`config.mk`:
```
export PLATFORM = sky130hd
export DESIGN_NAME = sxu_exec
export DESIGN_NICKNAME = d
export VERILOG_FILES = /design/src/rtl/sxu_pkg.sv /design/src/rtl/sxu_exec.sv
export SDC_FILE = /design/constraint.sdc
export NUM_CORES = 1
export LEC_CHECK = 0
export BUFFER_PORTS_ARGS = -buffer_cell sky130_fd_sc_hd__buf_2
export CELL_PAD_IN_SITES_DETAIL_PLACEMENT = 1
export CELL_PAD_IN_SITES_GLOBAL_PLACEMENT = 1
export CORE_MARGIN = 5
export CORE_UTILIZATION = 34
export DETAILED_ROUTE_END_ITERATION = 7
export GPL_TIMING_DRIVEN = 1
export PLACE_DENSITY_LB_ADDON = 0.3
export SLEW_MARGIN = 20
export SYNTH_ARGS = -nofsm -noshare
export SYNTH_HDL_FRONTEND = slang
export SYNTH_SLANG_ARGS = --single-unit
```
`constraint.sdc`:
```
create_clock -name vclk -period 9.2
set_clock_uncertainty 0.15 [all_clocks]
set_input_delay 1.84 -clock vclk [all_inputs]
set_output_delay 1.84 -clock vclk [all_outputs]
set_load 0.02 [all_outputs]
```
`src/rtl/sxu_pkg.sv`:
```
// Shared types and constants of the subset execute unit.
// Holds the command and status codes and the stage-1 result bundle; no dependencies.
`default_nettype none

package sxu_pkg;

  localparam int unsigned Xlen     = 32;
  localparam int unsigned NumRegs  = 32;
  localparam int unsigned RegAw    = $clog2(NumRegs);
  localparam int unsigned MemWords = 1024;
  localparam int unsigned MemAw    = $clog2(MemWords);

  typedef enum logic [3:0] {
    CMD_ADD  = 4'd0,
    CMD_SUB  = 4'd1,
    CMD_AND  = 4'd2,
    CMD_OR   = 4'd3,
    CMD_ADDI = 4'd4,
    CMD_LW   = 4'd5,
    CMD_SW   = 4'd6,
    CMD_BEQ  = 4'd7,
    CMD_BNE  = 4'd8
  } cmd_e;

  typedef enum logic [1:0] {
    ST_OK    = 2'd0,
    ST_RANGE = 2'd1,
    ST_UNSUP = 2'd2
  } status_e;

  // Everything the execute stage decides for one word.
  typedef struct packed {
    status_e          status;
    logic [Xlen-1:0]  next_pc;
    logic             taken;
    logic             to_reg;
    logic [Xlen-1:0]  result;
    logic             mem_rd;
    logic             mem_wr;
    logic [MemAw-1:0] idx;
  } exec_t;

endpackage

`default_nettype wire

```
`src/rtl/sxu_exec.sv`:
```
// Execute logic: ALU, load/store address and range check, branch and pc update.
// Pure combinational; depends on sxu_pkg.
`default_nettype none

module sxu_exec
  import sxu_pkg::*;
(
  input  wire logic [3:0]       cmd_i,
  input  wire logic [12:0]      imm_i,
  input  wire logic [Xlen-1:0]  a_i,
  input  wire logic [Xlen-1:0]  b_i,
  input  wire logic [Xlen-1:0]  pc_i,
  output exec_t                 ex_o
);

  logic [Xlen-1:0] imm32;
  logic [Xlen-1:0] sum;
  logic            in_rng;
  logic [12:0]     bsum;
  logic [Xlen-1:0] boff;

  assign imm32 = {{(Xlen-13){imm_i[12]}}, imm_i};
  assign sum   = a_i + imm32;

  // Byte addresses -1..-3 truncate to word 0; other negatives are out of range.
  assign in_rng = (!sum[Xlen-1] && (sum[Xlen-1:2] < (Xlen-2)'(MemWords))) ||
                  (sum[Xlen-1] && (&sum[Xlen-2:2]) && (sum[1:0] != 2'b00));

  // Bias negatives by 3 so the arithmetic shift truncates toward zero.
  assign bsum = imm_i + {11'd0, {2{imm_i[12]}}};
  assign boff = {{(Xlen-11){bsum[12]}}, bsum[12:2]};

  always_comb begin
    ex_o         = '0;
    ex_o.status  = ST_OK;
    ex_o.next_pc = pc_i + Xlen'(1);
    ex_o.idx     = sum[Xlen-1] ? '0 : sum[MemAw+1:2];
    case (cmd_i)
      CMD_ADD: begin
        ex_o.result = a_i + b_i;
        ex_o.to_reg = 1'b1;
      end
      CMD_SUB: begin
        ex_o.result = a_i - b_i;
        ex_o.to_reg = 1'b1;
      end
      CMD_AND: begin
        ex_o.result = a_i & b_i;
        ex_o.to_reg = 1'b1;
      end
      CMD_OR: begin
        ex_o.result = a_i | b_i;
        ex_o.to_reg = 1'b1;
      end
      CMD_ADDI: begin
        ex_o.result = sum;
        ex_o.to_reg = 1'b1;
      end
      CMD_LW: begin
        if (in_rng) begin
          ex_o.mem_rd = 1'b1;
          ex_o.to_reg = 1'b1;
        end else begin
          ex_o.status = ST_RANGE;
        end
      end
      CMD_SW: begin
        if (in_rng) begin
          ex_o.mem_wr = 1'b1;
        end else begin
          ex_o.status = ST_RANGE;
        end
      end
      CMD_BEQ: begin
        if (a_i == b_i) begin
          ex_o.taken   = 1'b1;
          ex_o.next_pc = pc_i + boff;
        end
      end
      CMD_BNE: begin
        if (a_i != b_i) begin
          ex_o.taken   = 1'b1;
          ex_o.next_pc = pc_i + boff;
        end
      end
      default: begin
        ex_o.status = ST_UNSUP;
      end
    endcase
    if (ex_o.status != ST_OK) begin
      ex_o.next_pc = pc_i;
    end
  end

endmodule

`default_nettype wire

```
* Word-level counts from Yosys, hierarchy flattened
Index checks and enable logic that the tools add are counted. W data, S select, Z words.
Word-level totals: bits in registers 0, latch bits 0, memory bits (writable) 0, bits in read-only memories 0, input bits 113, output and inout bits 80, word-level logic and storage cells 43, memories kept 0
Operators by class: $add $sub $neg 6, $mul 0, div/mod/pow operators 0, $lt $le $gt $ge 1, equal/unequal tests 10, shift operators 0, multiplexer cells 12, bitwise operators 2, reductions and logical operators 12
Operators by type and width (count):
- $pmux W32 S5 | 1
- $add A32 B32 Y32 | 3
- $mux W33 | 2
- $pmux W33 S2 | 1
- $add A32 B1 Y32 const B | 1
- $and A32 B32 Y32 | 1
- $eq A32 B32 Y1 | 1
- $mux W32 | 1
- $ne A32 B32 Y1 | 1
- $or A32 B32 Y32 | 1
- $sub A32 B32 Y32 | 1
- $lt A30 B11 Y1 const B | 1
- $reduce_and A29 Y1 | 1
- $eq A4 B3 Y1 const B | 4
- $add A13 B2 Y13 | 1
- $mux W10 | 1
- $eq A4 B2 Y1 const B | 2
- $reduce_or A7 Y1 | 1
- $reduce_or A5 Y1 | 1
- $eq A4 B1 Y1 const B | 1
- $eq A4 B4 Y1 const B | 1
- $logic_not A4 Y1 | 1
- $mux W1 | 4
- $pmux W2 S2 | 1
- 6 further kinds | 9

* Logic depth before layout (Yosys ltp)
word-level depth 9, mapped depth 22, depth with buffers taken out 22

* Worst setup path before layout
OpenSTA, ideal clock, no wires.
path type input -> output, start point input port imm_i[1], end point output port ex_o[76] (netlist bit), data arrival time 7.310 ns, data required time 7.210 ns, slack -0.100 ns, cell stages on the path 22, buffers on the path 0, cell sequence ha_1 -> a31oi_1 -> nor2b_1 -> nand3_1 -> nor2_1 -> nand3_1 -> nor2_1 -> nand4_1 -> xnor2_1 -> ha_1 -> a2111oi_0 -> a211o_1 -> nor2_1 -> o21ai_1 -> nand3_1 -> a41oi_1 -> o21ai_1 -> a21o_1 -> a21oi_1 -> o41ai_1 -> or4b_2 -> a32o_1
RTL lines:
- start: declaration | line sxu_exec.sv:9 | input wire logic [12:0] imm_i,
- end: declaration | line sxu_exec.sv:13 | output exec_t ex_o

==> results.yml <==
sta:
  clock.fmax_ghz: 0.113
  timing.final.hold_violations: 0
  max_slew.worst_pin.slew_ns: 0.877
  final_max_slew_viol_count: 0
  tns_ns: 0
  fin_crit_sh_pct: 96.0
  setup_slack_ns: 0.369
  slew-limit-headroom_pct: 40.9
  rsz_0062_raised_after_global_routing: "no"
  finalSetupViolCount: 0
  finalWorstPathRequiredPeriod_ns: 8.83
synthesis:
  post_synth_num_cell_types: 74
  postSynthAreaPerCell_um2: 6.36
  yosysWarnings: 0
  post_synth_inst_count: 1497
  postSynthNetCount: 1773
  yosysSeqAreaShare_pct: 0
  synth.cell_area_um2: 9520
cells_and_area:
  flops_and_latches: 0
  post_route_cells_drive_above_1_share_pct: 15.4
  final_nets: 1910
  clockBufferCount: 0
  register_area_um2: 0
  antenna-diode-count: 0
  areaGrowthSynthToFinish_pct: 14.4
critical_path:
  worstSetupEndpointType: "primary output"
  worst-setup-path-type: "input pin to primary output"
  worst_setup_path_endpoint: "ex_o[76]"
  critical_path_cell_count: 24
  critPathMaxFanout: 18
  crit_start: "imm_i[12]"
  critPathRequiredTime_ns: 7.21
  critical-path-top-delay-family: "simple AND/OR/NAND/NOR gates"
  critPathBufInv: 3
  critical-path-max-stage-delay_ns: 0.65
  crit_chain: "buf_2 -> ha_1 -> a31oi_1 -> nor2b_2 -> nand3_1 -> nor2_2 -> nand3_1 -> nor2_4 -> nand4_1 -> xnor2_4 -> buf_12 -> ha_1 -> a21o_1 -> a21o_1 -> a21oi_1 -> nand3_1 -> a41oi_2 -> o21ai_1 -> a21o_1 -> a21oi_2 -> o41ai_1 -> or4b_2 -> a32o_1 -> buf_2"
  kind_of_launch_point_of_the_worst_setup_path: "input pin"
  timing.critical_path.slowest_stage_cell: "or4b_2"
  arrival_ns: 6.84
run:
  maxCapViolCount: 0
floorplan:
  die-height_um: 177
  dieArea_um2: 31400
  core_um2: 27700
  ioPinCount: 193
  num_rows: 61
  dieWidth_um: 177
  initial_utilization_pct: 34.4
global_routing:
  grt_antenna_before_repair: 0
  largest_net_degree_at_the_start_of_global_routing: 79
  gr-total-overflow: 0
  first_global_vias: 11700
  groute.usage.overall_pct: 24.6
  grt_first_pass_wirelength_um: 64100
placed_design:
  detailed_place_hpwl_um: 33400
  buffer_ports.inserted: 193
  finalWeightedCongestion: 0.932
  pre_cts_ws_ns: -0.0861
route:
  post_detailed_route_wirelength_per_cell_um: 20.4
  final_antenna_net_count: 0
  routed_wl_um: 40900
  firstDrtPassIters: 5
  route.detailed.drc: 0
  via_count: 11900
  detail_route.iter0.violations: 633
  via_density_per_instance: 5.94
power:
  p_per_area_nw_per_um2: 72.4
  vdd_ir_drop_max_mv: 0.0292
  power_leakage_nw: 5.28
  p_total_mw: 0.788
min_path:
  worstHoldPathType: "input pin to primary output"
cts:
  cts.hold.buffers_added: 0
status:
  run_status: "complete, no violations"
## timing repair
| action | CTS | global route |
|---|---|---|
| cloned | 0 | 0 |
| pin swaps | 1 | 2 |
| resized for setup | 4 | 10 |
| endpoints found under the setup margin | 1 | 3 |
| buffers inserted | 0 | 2 |
## area by class of cell
| class | instances | area [um^2] |
|---|---|---|
| fill | 3744 | 16800 |
| inverter | 114 | 428 |
| multi-input combinational | 1305 | 8860 |
| tap | 378 | 473 |
| timing repair buffer | 213 | 1130 |
## logic make-up after synthesis
group / Yosys count / share of synthesized area, %
AO/OA/AOI/OAI: 562 / 38.8
XOR/XNOR: 62 / 5.71
adder cells (fa/ha/maj): 163 / 21.7
buffers and inverters: 192 / 7.70
multiplexers: 4 / 0.434
AND/OR/NAND/NOR: 514 / 25.6
## tightest hold or removal path, cell delays in order
cell     delay [ns]
buf_2          0.09
xnor2_1        0.06
buf_2          0.15
## layout by cell type (no fill, tap or decap), drive strengths merged, types with 23 or more instances in the layout
cell,instances
nand4,28
nor3,34
ha,159
a21o,48
nand3,44
nor2b,23
o21ai,114
a21oi,166
nand2b,26
nand2,132
a221oi,25
nor2,161
o211ai,26
buf,213
o21bai,23
inv,114
xnor2,41
## Yosys cell counts (all sizes together) (12+ instances only)
| cell type | instances | area share (%) |
|---|---|---|
| a221o | 13 | 1.4 |
| nand3 | 44 | 2.3 |
| inv | 114 | 4.5 |
| ha | 159 | 21 |
| a21oi | 166 | 8.8 |
| clkbuf | 68 | 2.7 |
| nand2b | 26 | 1.7 |
| xor2 | 21 | 1.9 |
| o22ai | 21 | 1.4 |
| a31oi | 16 | 1.4 |
| o211ai | 26 | 2.1 |
| nor3 | 34 | 1.8 |
| a211oi | 17 | 1.4 |
| a21o | 48 | 3.8 |
| o21a | 16 | 1.3 |
| nor2b | 23 | 1.5 |
| o21bai | 23 | 1.8 |
| nor2 | 161 | 6.3 |
| nand2 | 132 | 5.2 |
| and3 | 18 | 1.2 |
| nand4 | 28 | 1.9 |
| a221oi | 25 | 2.3 |
| xnor2 | 41 | 3.8 |
| o21ai | 114 | 6.0 |
| nor4 | 12 | 0.79 |
## worst min path at each step
stage	slack [ns]	start	to	cells past startpoint
6_report	3.83	pc_i[31]	ex_o[77]	3
5_1_grt	3.84	pc_i[31]	ex_o[77]	3
4_1_cts	3.83	pc_i[31]	ex_o[77]	3
3_5_place_dp	3.83	pc_i[31]	ex_o[77]	3
3_3_place_gp	3.83	pc_i[31]	ex_o[77]	3
2_1_floorplan	3.67	pc_i[31]	ex_o[77]	1
## where the power goes
| part | internal (mW) | switching (mW) |
|---|---|---|
| logic | 0.278 | 0.510 |
| registers | 0 | 0 |
| clock network | 0 | 0 |
| total | 0.278 | 0.510 |
## layer usage
layer,routed length (um),vias to the layer above,global-route usage (%),share of wire (%)
li1,-,5770,-,-
met1,18900,5777,34.4,46
met2,18800,341,41.6,46
met3,2190,47,1.83,5.3
met4,987,0,5.45,2.4
met5,0,-,0,0
## metrics by stage
step | hold WS (ns) | std cells | utilization [%] | instance area [um^2]
6_report | 3.83 | 2010 | 39.3 | 10900
5_1_grt | 3.84 | 2010 | 39.3 | 10900
4_1_cts | 3.83 | 2008 | 39.1 | 10800
3_5_place_dp | 3.83 | 2008 | 39.0 | 10800
3_3_place_gp | 3.83 | 2008 | 39.0 | 10800
2_1_floorplan | 3.67 | 1497 | - | 9530
Note: power is estimated with default switching activity, not from simulation.
