`config.mk`:
```
export PLATFORM = sky130hd
export DESIGN_NAME = sxu_regfile
export DESIGN_NICKNAME = d
export VERILOG_FILES = /design/src/rtl/sxu_pkg.sv /design/src/rtl/sxu_regfile.sv
export SDC_FILE = /design/constraint.sdc
export NUM_CORES = 1
export LEC_CHECK = 0
export BUFFER_PORTS_ARGS = -buffer_cell sky130_fd_sc_hd__buf_2
export CAP_MARGIN = 40
export CORE_MARGIN = 5
export CORE_UTILIZATION = 40
export CTS_CLUSTER_DIAMETER = 150
export CTS_CLUSTER_SIZE = 14
export DETAILED_ROUTE_END_ITERATION = 6
export SYNTH_ARGS = -nofsm -noshare
export SYNTH_HDL_FRONTEND = slang
export SYNTH_SLANG_ARGS = --single-unit
```
`constraint.sdc`:
```
create_clock -name clk_i -period 3.4 [get_ports clk_i]
set_input_delay 0.68 -clock clk_i [delete_from_list [all_inputs] [get_ports clk_i]]
set_output_delay 0.68 -clock clk_i [all_outputs]
set_load 0.05 [all_outputs]
```
`src/rtl/sxu_pkg.sv`:
```
// Shared types and constants of the subset execute unit.
// Holds the command and status codes and the stage-1 result bundle; no dependencies.
`default_nettype none

package sxu_pkg;

  localparam int unsigned Xlen     = 32;
  localparam int unsigned NumRegs  = 32;
  localparam int unsigned RegAw    = $clog2(NumRegs);
  localparam int unsigned MemWords = 1024;
  localparam int unsigned MemAw    = $clog2(MemWords);

  typedef enum logic [3:0] {
    CMD_ADD  = 4'd0,
    CMD_SUB  = 4'd1,
    CMD_AND  = 4'd2,
    CMD_OR   = 4'd3,
    CMD_ADDI = 4'd4,
    CMD_LW   = 4'd5,
    CMD_SW   = 4'd6,
    CMD_BEQ  = 4'd7,
    CMD_BNE  = 4'd8
  } cmd_e;

  typedef enum logic [1:0] {
    ST_OK    = 2'd0,
    ST_RANGE = 2'd1,
    ST_UNSUP = 2'd2
  } status_e;

  // Everything the execute stage decides for one word.
  typedef struct packed {
    status_e          status;
    logic [Xlen-1:0]  next_pc;
    logic             taken;
    logic             to_reg;
    logic [Xlen-1:0]  result;
    logic             mem_rd;
    logic             mem_wr;
    logic [MemAw-1:0] idx;
  } exec_t;

endpackage

`default_nettype wire

```
`src/rtl/sxu_regfile.sv`:
```
// Register file: 32 x 32 memory, two registered read ports, one write port.
// Per-entry valid bits give the all-zero reset; depends on sxu_pkg.
`default_nettype none

module sxu_regfile
  import sxu_pkg::*;
(
  input  wire logic             clk_i,
  input  wire logic             rst_ni,
  input  wire logic             rd_en_i,
  input  wire logic [RegAw-1:0] ra1_i,
  input  wire logic [RegAw-1:0] ra2_i,
  output logic      [Xlen-1:0]  rd1_o,
  output logic      [Xlen-1:0]  rd2_o,
  input  wire logic             we_i,
  input  wire logic [RegAw-1:0] wa_i,
  input  wire logic [Xlen-1:0]  wd_i
);

  logic [Xlen-1:0]    mem_q [NumRegs];
  logic [NumRegs-1:0] valid_q;
  logic [Xlen-1:0]    rd1_q, rd2_q;
  logic               rv1_q, rv2_q;

  always_ff @(posedge clk_i) begin
    if (we_i) begin
      mem_q[wa_i] <= wd_i;
    end
    if (rd_en_i) begin
      rd1_q <= mem_q[ra1_i];
      rd2_q <= mem_q[ra2_i];
    end
  end

  // x0 is never written, so its valid bit stays low and it reads zero.
  always_ff @(posedge clk_i or negedge rst_ni) begin
    if (!rst_ni) begin
      valid_q <= '0;
      rv1_q   <= 1'b0;
      rv2_q   <= 1'b0;
    end else begin
      if (we_i) begin
        valid_q[wa_i] <= 1'b1;
      end
      if (rd_en_i) begin
        rv1_q <= valid_q[ra1_i];
        rv2_q <= valid_q[ra2_i];
      end
    end
  end

  assign rd1_o = rv1_q ? rd1_q : '0;
  assign rd2_o = rv2_q ? rd2_q : '0;

endmodule

`default_nettype wire

```
# Word-level counts from Yosys, hierarchy flattened
# Memories as Yosys holds them, arrays and structs flattened. A register that Yosys moved wholly into a read port is not among the register bits.
# Cells that the tools add are included.
# word_totals
reg_bits	34
output_inout_bits	64
memories	1
mem_bits_rw	1024
wordCells	20
# classes
bitwise	1
n_lt_le_gt_ge	4
muxes	10
n_reduce_logical	1
# memory_table
memory	words	width	read_ports	rd_clocked_by_memory_dff	wr	line_no	text
mem_q	32	32	2	2	1	sxu_regfile.sv:20	logic [Xlen-1:0] mem_q [NumRegs];
# ops
operator	count
$mux 32	2
$or 32x32->32	1
$lt 5x6->1 const B	3
$bmux 1 s5	2
$demux 1 s5	1
$ge 5x1->1 const B	1
$mux 1	5
$logic_and 1x1->1	1

# Longest topological paths before layout
# Gate-level depths: netlist (run 1).
# logic_depth
depth_word	5
mapped_depth	9
depth_no_buf	5

# Worst setup path before layout (run 1)
# No wires, ideal clock.
# synth_timing
path_kind	input -> register
startpoint	in wa_i[0]
endpoint	mem mem_q[12][0] (enable)
slack_ns	0.267
stages	3
required_ns	2.978
t_arrival_ns	2.711
path_buffers	1
path_cell_list	or3b_2 > clkbuf_1 > nor2_1
# synth_rtl
element	line_no	text
start, declared	sxu_regfile.sv:16	input wire logic [RegAw-1:0] wa_i,
end, declared	sxu_regfile.sv:20	
# Straight into the memory's write port.

# Worst setup path after layout (run 1)
# layout_timing
startpoint	reg rv2_q
endpoint	out rd2_o[6]
# layout_between
elab_chain_cells	1
# layout_rtl
element	line_no	text
start, declared	sxu_regfile.sv:23	logic rv1_q, rv2_q;
start signal, assigned	sxu_regfile.sv:47	rv2_q <= valid_q[ra2_i];
$mux 32	sxu_regfile.sv:53	assign rd2_o = rv2_q ? rd2_q : '0;
end, declared	sxu_regfile.sv:14	output logic [Xlen-1:0] rd2_o,
# Every way passes these cells.

==> results.json, run 1 <==
{
  "status": "completed",
  "placed_cells": 3956,
  "cp.required_ps": 2720,
  "timing.fmax_mhz": 335,
  "ios": 115,
  "ctsRootBufferMaster": "clkbuf_16",
  "rsz0062_at_grt": "no",
  "ys_top_cells_by_area": "edfxtp_1 64%, mux4_2 28%, dfrtp_1 1.7%",
  "clk_pin_slew_ps": 70,
  "synth_cell_types": 28,
  "path_max_fanout": 20,
  "powerDensity_nw_per_um2": 496,
  "drcViolationCount": 0,
  "max_stage_delay_ps": 900,
  "post-dp-hpwl_um": 85700,
  "fin_nets": 2449,
  "syn_inst": 2212,
  "power.leakage_nw": 17.9,
  "drt_iter0_markers": 2958,
  "worst_hold_slack_ps": 80.3,
  "viasPerCell": 6.42,
  "syn_area_per_cell_um2": 23.0,
  "die-height_um": 367,
  "drv_slew": 0,
  "async_flop_share_pct": 3.03,
  "slowest_stage": "dfrtp_1",
  "cts_hold_buffers": 0,
  "antenna_left": 0,
  "finalPower_mw": 28.5,
  "synth_top_flop_cell": "edfxtp_1",
  "synth.cells.most_frequent": "1088 x edfxtp_1, 640 x mux4_2, 80 x clkbuf_1",
  "grt_max_degree": 57,
  "crit_arrival_ps": 2300,
  "cts_resized": 0,
  "preCtsSetupSlack_ps": 380,
  "cts_tree": "built",
  "utilization_pct": 45.5,
  "ir_drop_uv": 396,
  "wirelength_um": 148000,
  "die-area_um2": 134000,
  "synth_enable_flop_cells": 1088,
  "critPathLaunchType": "flip-flop",
  "worst_pin_slew_ps": 869,
  "rows": 130,
  "end_kind": "primary output",
  "final_cell_area_um2": 57400,
  "hold_viol": 0,
  "core_um2": 126000,
  "finalSetupTns_ps": 0,
  "routabilityCongestion": 0.792,
  "cts_made_buffers": 90,
  "post_cts.repair.setup_buffers": 0,
  "htree_levels": 3,
  "final_cells": 4094,
  "netlist.area_leader.share_pct": 64.2,
  "clock-sinks": 1122,
  "syn2layout_area_growth_pct": 12.8,
  "finalClockSkew_ps": 27.3,
  "syn_area_um2": 50900,
  "route.vias.total": 26276,
  "antenna_found_initial": 24,
  "fp.dieW_um": 367,
  "worstPathCellList": "buf_12 > and2_1 > buf_2",
  "min_period_over_period_pct": 87.7,
  "setup_ws_ps": 418,
  "drt_first_pass_iters": 5,
  "fin_crit_ps": 2980,
  "criticalPathCategory": "reg2out",
  "clkLatencyLatePin_ps": 680,
  "synth_nets": 2263,
  "clock_path_buffers": 3,
  "yosys.area.top_type": "edfxtp_1",
  "wl_per_cell_um": 36.1,
  "grt_usage_pct": 21.8,
  "fillCellCount": 10267,
  "placed_cell_area_um2": 54800,
  "drive_above_1_share_pct": 46.3,
  "yosys_warnings": 0,
  "grt_pass1_vias": 27420,
  "initial_core_util_pct": 40.4,
  "ys_ff_latch": 1122,
  "hold_path.class": "in2async",
  "cap_violations": 0,
  "relSlewSlack_pct": 42.1,
  "place.port_buffers": 114,
  "seq_area_frac_synth_pct": 65.9,
  "yosysMostFrequentCell": "edfxtp_1",
  "setup_viol": 0,
  "grt_first_pass_wirelength_um": 209000,
  "grt_overflow": 0
}
## cell families after synthesis
kind of cell	count (synthesis)	synth area share, %
compound gates	20	0.266
mux	736	30.4
simple gates	170	1.88
buf+inv	164	1.56
flops	1122	65.9
## critical path: cells and delay by family (launching register included)
| family | cells | cell delay [ps] |
|---|---|---|
| flip-flops | 1 | 900 |
| buffers and inverters | 2 | 530 |
| AND/OR/NAND/NOR | 1 | 180 |
## path summary, 6_finish.rpt
kind / endpoint / from / cells past startpoint / slack (ps)
max: rd2_o[6] / rv2_q / 3 / 420
min: valid_q[12] / rst_ni / 1 / 80
max reg2reg: rd1_q[9] / mem_q[19][9] / 3 / 1360
min reg2reg: valid_q[24] / valid_q[24] / 1 / 500
max in group asynchronous: valid_q[14] / rst_ni / 1 / 2830
min in group clk_i: mem_q[17][17] / wd_i[17] / 1 / 480
## power by group
part	internal [mW]	switching, mW	leakage (nW)	total, mW
sequential	15.5	0.228	10.2	15.7
combinational	1.35	1.68	6.45	3.03
clock	4.95	4.77	1.21	9.71
## per-layer routing
metal	wire length (um)	global-route usage [%]	share of wire (%)
met5	13	0	0.0088
met2	72100	35.4	49
met1	59500	31.3	40
met4	2610	3.92	1.8
met3	13400	4.23	9.1
## final cells by class
cell class / instances / area, um2 / share of cell area, %
Timing Repair Buffer: 258 / 2470 / 4.31
Tap cell: 1650 / 2060 / 3.60
Sequential cell: 1122 / 33500 / 58.4
Antenna cell: 10 / 25.0 / 0.0436
Clock inverter: 5 / 81.3 / 0.142
Multi-Input combinational cell: 926 / 16800 / 29.3
Clock buffer: 123 / 2420 / 4.22
## sequential cells by signal (all words and copies together) (netlist names)
register and cells:
mem_q 1024, rd1_q 32, rd2_q 32, valid_q 32, rv1_q 1, rv2_q 1
## cell usage in the layout (no fill, tap or decap), drive strengths merged, types with 2 or more instances in the layout
| master | netlist | final |
|---|---|---|
| a22o | 2 | 2 |
| a41oi | 2 | 2 |
| a22oi | 4 | 4 |
| nand3b | 5 | 5 |
| nand4 | 2 | 2 |
| mux2 | 64 | 64 |
| nor2b | 4 | 4 |
| inv | 0 | 3 |
| clkinv | 0 | 2 |
| nor2 | 37 | 37 |
| edfxtp | 1088 | 1088 |
| or2 | 32 | 32 |
| nand3 | 4 | 4 |
| and2 | 65 | 65 |
| a21oi | 7 | 7 |
| dfrtp | 34 | 34 |
| a31oi | 3 | 3 |
| mux4 | 640 | 640 |
| nand2b | 4 | 4 |
| and3 | 4 | 4 |
| or3b | 3 | 3 |
| buf | 84 | 258 |
| mux2i | 32 | 32 |
| nand2 | 9 | 9 |
| diode | 0 | 10 |
| clkbuf | 80 | 123 |
Note: power is estimated with default switching activity, not from simulation.
==> inputs of run 2 (changes only) <==
- BUFFER_PORTS_ARGS: -buffer_cell sky130_fd_sc_hd__buf_2 -> -buffer_cell sky130_fd_sc_hd__clkbuf_2
==> run 2 against run 1 <==
Combinational power hardly changed. Final cell count is 0.37% lower. Via count hardly changed. Final area is 0.25% lower. Worst setup slack worse by 46 ps. Register-to-register slack better by 20 ps. Core utilization is 0.11 points lower. Sequential cell count stayed put. Sequential power hardly changed.
==> results.json, run 2 (synthesized netlist as in run 1, its figures left out) <==
{
  "status": "completed",
  "grt_usage_pct": 21.8,
  "power.leakage_nw": 17.9,
  "finalSetupTns_ps": 0,
  "rr_worst_depth": 3,
  "multi_input_area_um2": 16800,
  "die-height_um": 367,
  "cp_top_family": "flip-flops",
  "die-area_um2": 134000,
  "viasPerCell": 6.45,
  "r2r_slack_ps": 1380,
  "cp.required_ps": 2720,
  "clk_pin_slew_ps": 70,
  "final_common_cell": "edfxtp_1",
  "route.vias.total": 26298,
  "cts_hold_buffers": 0,
  "antenna_found_initial": 9,
  "worst_pin_slew_ps": 899,
  "ctsRootBufferMaster": "clkbuf_16",
  "fin_nets": 2455,
  "criticalPathCategory": "reg2out",
  "drcViolationCount": 0,
  "fillCellCount": 10284,
  "wirelength_um": 147000,
  "crit_buf_inv": 2,
  "final_cell_mix": "1088 x edfxtp_1, 640 x mux4_2, 103 x clkbuf_2, 99 x buf_4, 93 x clkbuf_16",
  "crit_arrival_ps": 2350,
  "ios": 115,
  "ir_drop_uv": 352,
  "clkLatencyLatePin_ps": 690,
  "end_kind": "primary output",
  "largest_reg_flops": 1024,
  "r2r-end": "rd1_q[7]",
  "fp.dieW_um": 367,
  "antenna_left": 0,
  "timing.fmax_mhz": 330,
  "clock_path_buffers": 3,
  "grt_overflow": 0,
  "holdPathStages": 1,
  "hold_viol": 0,
  "wl_per_cell_um": 36.1,
  "grt_first_pass_wirelength_um": 210000,
  "place.port_buffers": 114,
  "clock-sinks": 1122,
  "top_register": "mem_q",
  "setup_viol": 0,
  "cts_made_buffers": 90,
  "cap_violations": 0,
  "rows": 130,
  "cts_resized": 0,
  "initial_core_util_pct": 40.4,
  "drive_above_1_share_pct": 46.6,
  "routabilityCongestion": 0.803,
  "finalPower_mw": 28.4,
  "max_stage_delay_ps": 920,
  "post-dp-hpwl_um": 86500,
  "grt_max_degree": 64,
  "drv_slew": 0,
  "rsz0062_at_grt": "no",
  "relSlewSlack_pct": 39.9,
  "drt_first_pass_iters": 5,
  "grt_pass1_vias": 27520,
  "r2r-start": "mem_q[31][7]",
  "core_um2": 126000,
  "final_cells": 4079,
  "hp-start": "rd_en_i",
  "post_cts.repair.setup_buffers": 0,
  "powerDensity_nw_per_um2": 496,
  "worstPathCellList": "buf_12 > and2_1 > clkbuf_2",
  "preCtsSetupSlack_ps": 361,
  "drt_iter0_markers": 3428,
  "hold_path.class": "in2reg",
  "min_period_over_period_pct": 89.1,
  "min_to": "rd1_q[26]",
  "finalClockSkew_ps": 26.3,
  "setup_ws_ps": 372,
  "placed_cells": 3960,
  "htree_levels": 3,
  "path_max_fanout": 20,
  "syn2layout_area_growth_pct": 12.5,
  "fin_crit_ps": 3030,
  "utilization_pct": 45.4,
  "cts_tree": "built",
  "critPathLaunchType": "flip-flop",
  "seqCellArea_um2": 33500,
  "slowest_stage": "dfrtp_1"
}
run 2: worst max-delay path by stage:
| stage | startpoint | end | depth (start not counted) |
|---|---|---|---|
| global placement | ra1_i[0] | rd1_q[26] | 6 |
| detailed placement | ra1_i[0] | rd1_q[26] | 6 |
| finish | rv1_q | rd1_o[5] | 3 |
| floorplan | wa_i[0] | mem_q[12][0] | 3 |
| global route | rv1_q | rd1_o[5] | 3 |
| CTS | rv1_q | rd1_o[5] | 3 |
run 2: per-stage QoR:
stage | cell area [um2] | hold WS (ps)
global route | 57200 | 378
floorplan | 50900 | 384
CTS | 57200 | 86.6
global placement | 54800 | 477
detailed placement | 54800 | 477
finish | 57200 | 408
run 2: final cells by class:
cell class	count	share of cell area [%]
flip-flops and latches	1122	58.6
multi-input cells	926	29.3
repair buffers	264	4.23
clock buffers	111	4.18
well taps	1650	3.61
clock inverters	3	0.0590
diodes	3	0.0131
run 2: power by group:
group	internal, mW	total (mW)	leakage, nW	switching (mW)
sequential	15.5	15.7	10.2	0.220
clock	4.90	9.65	1.18	4.74
combinational	1.34	3.03	6.44	1.69
run 2: metal layers:
layer	vias to the layer above	global-route usage, %	wire (um)
li1	10127	-	-
met1	14599	31.3	59500
met2	1350	35.6	72000
met3	220	3.37	12200
met4	2	5.31	3690
met5	-	0	13
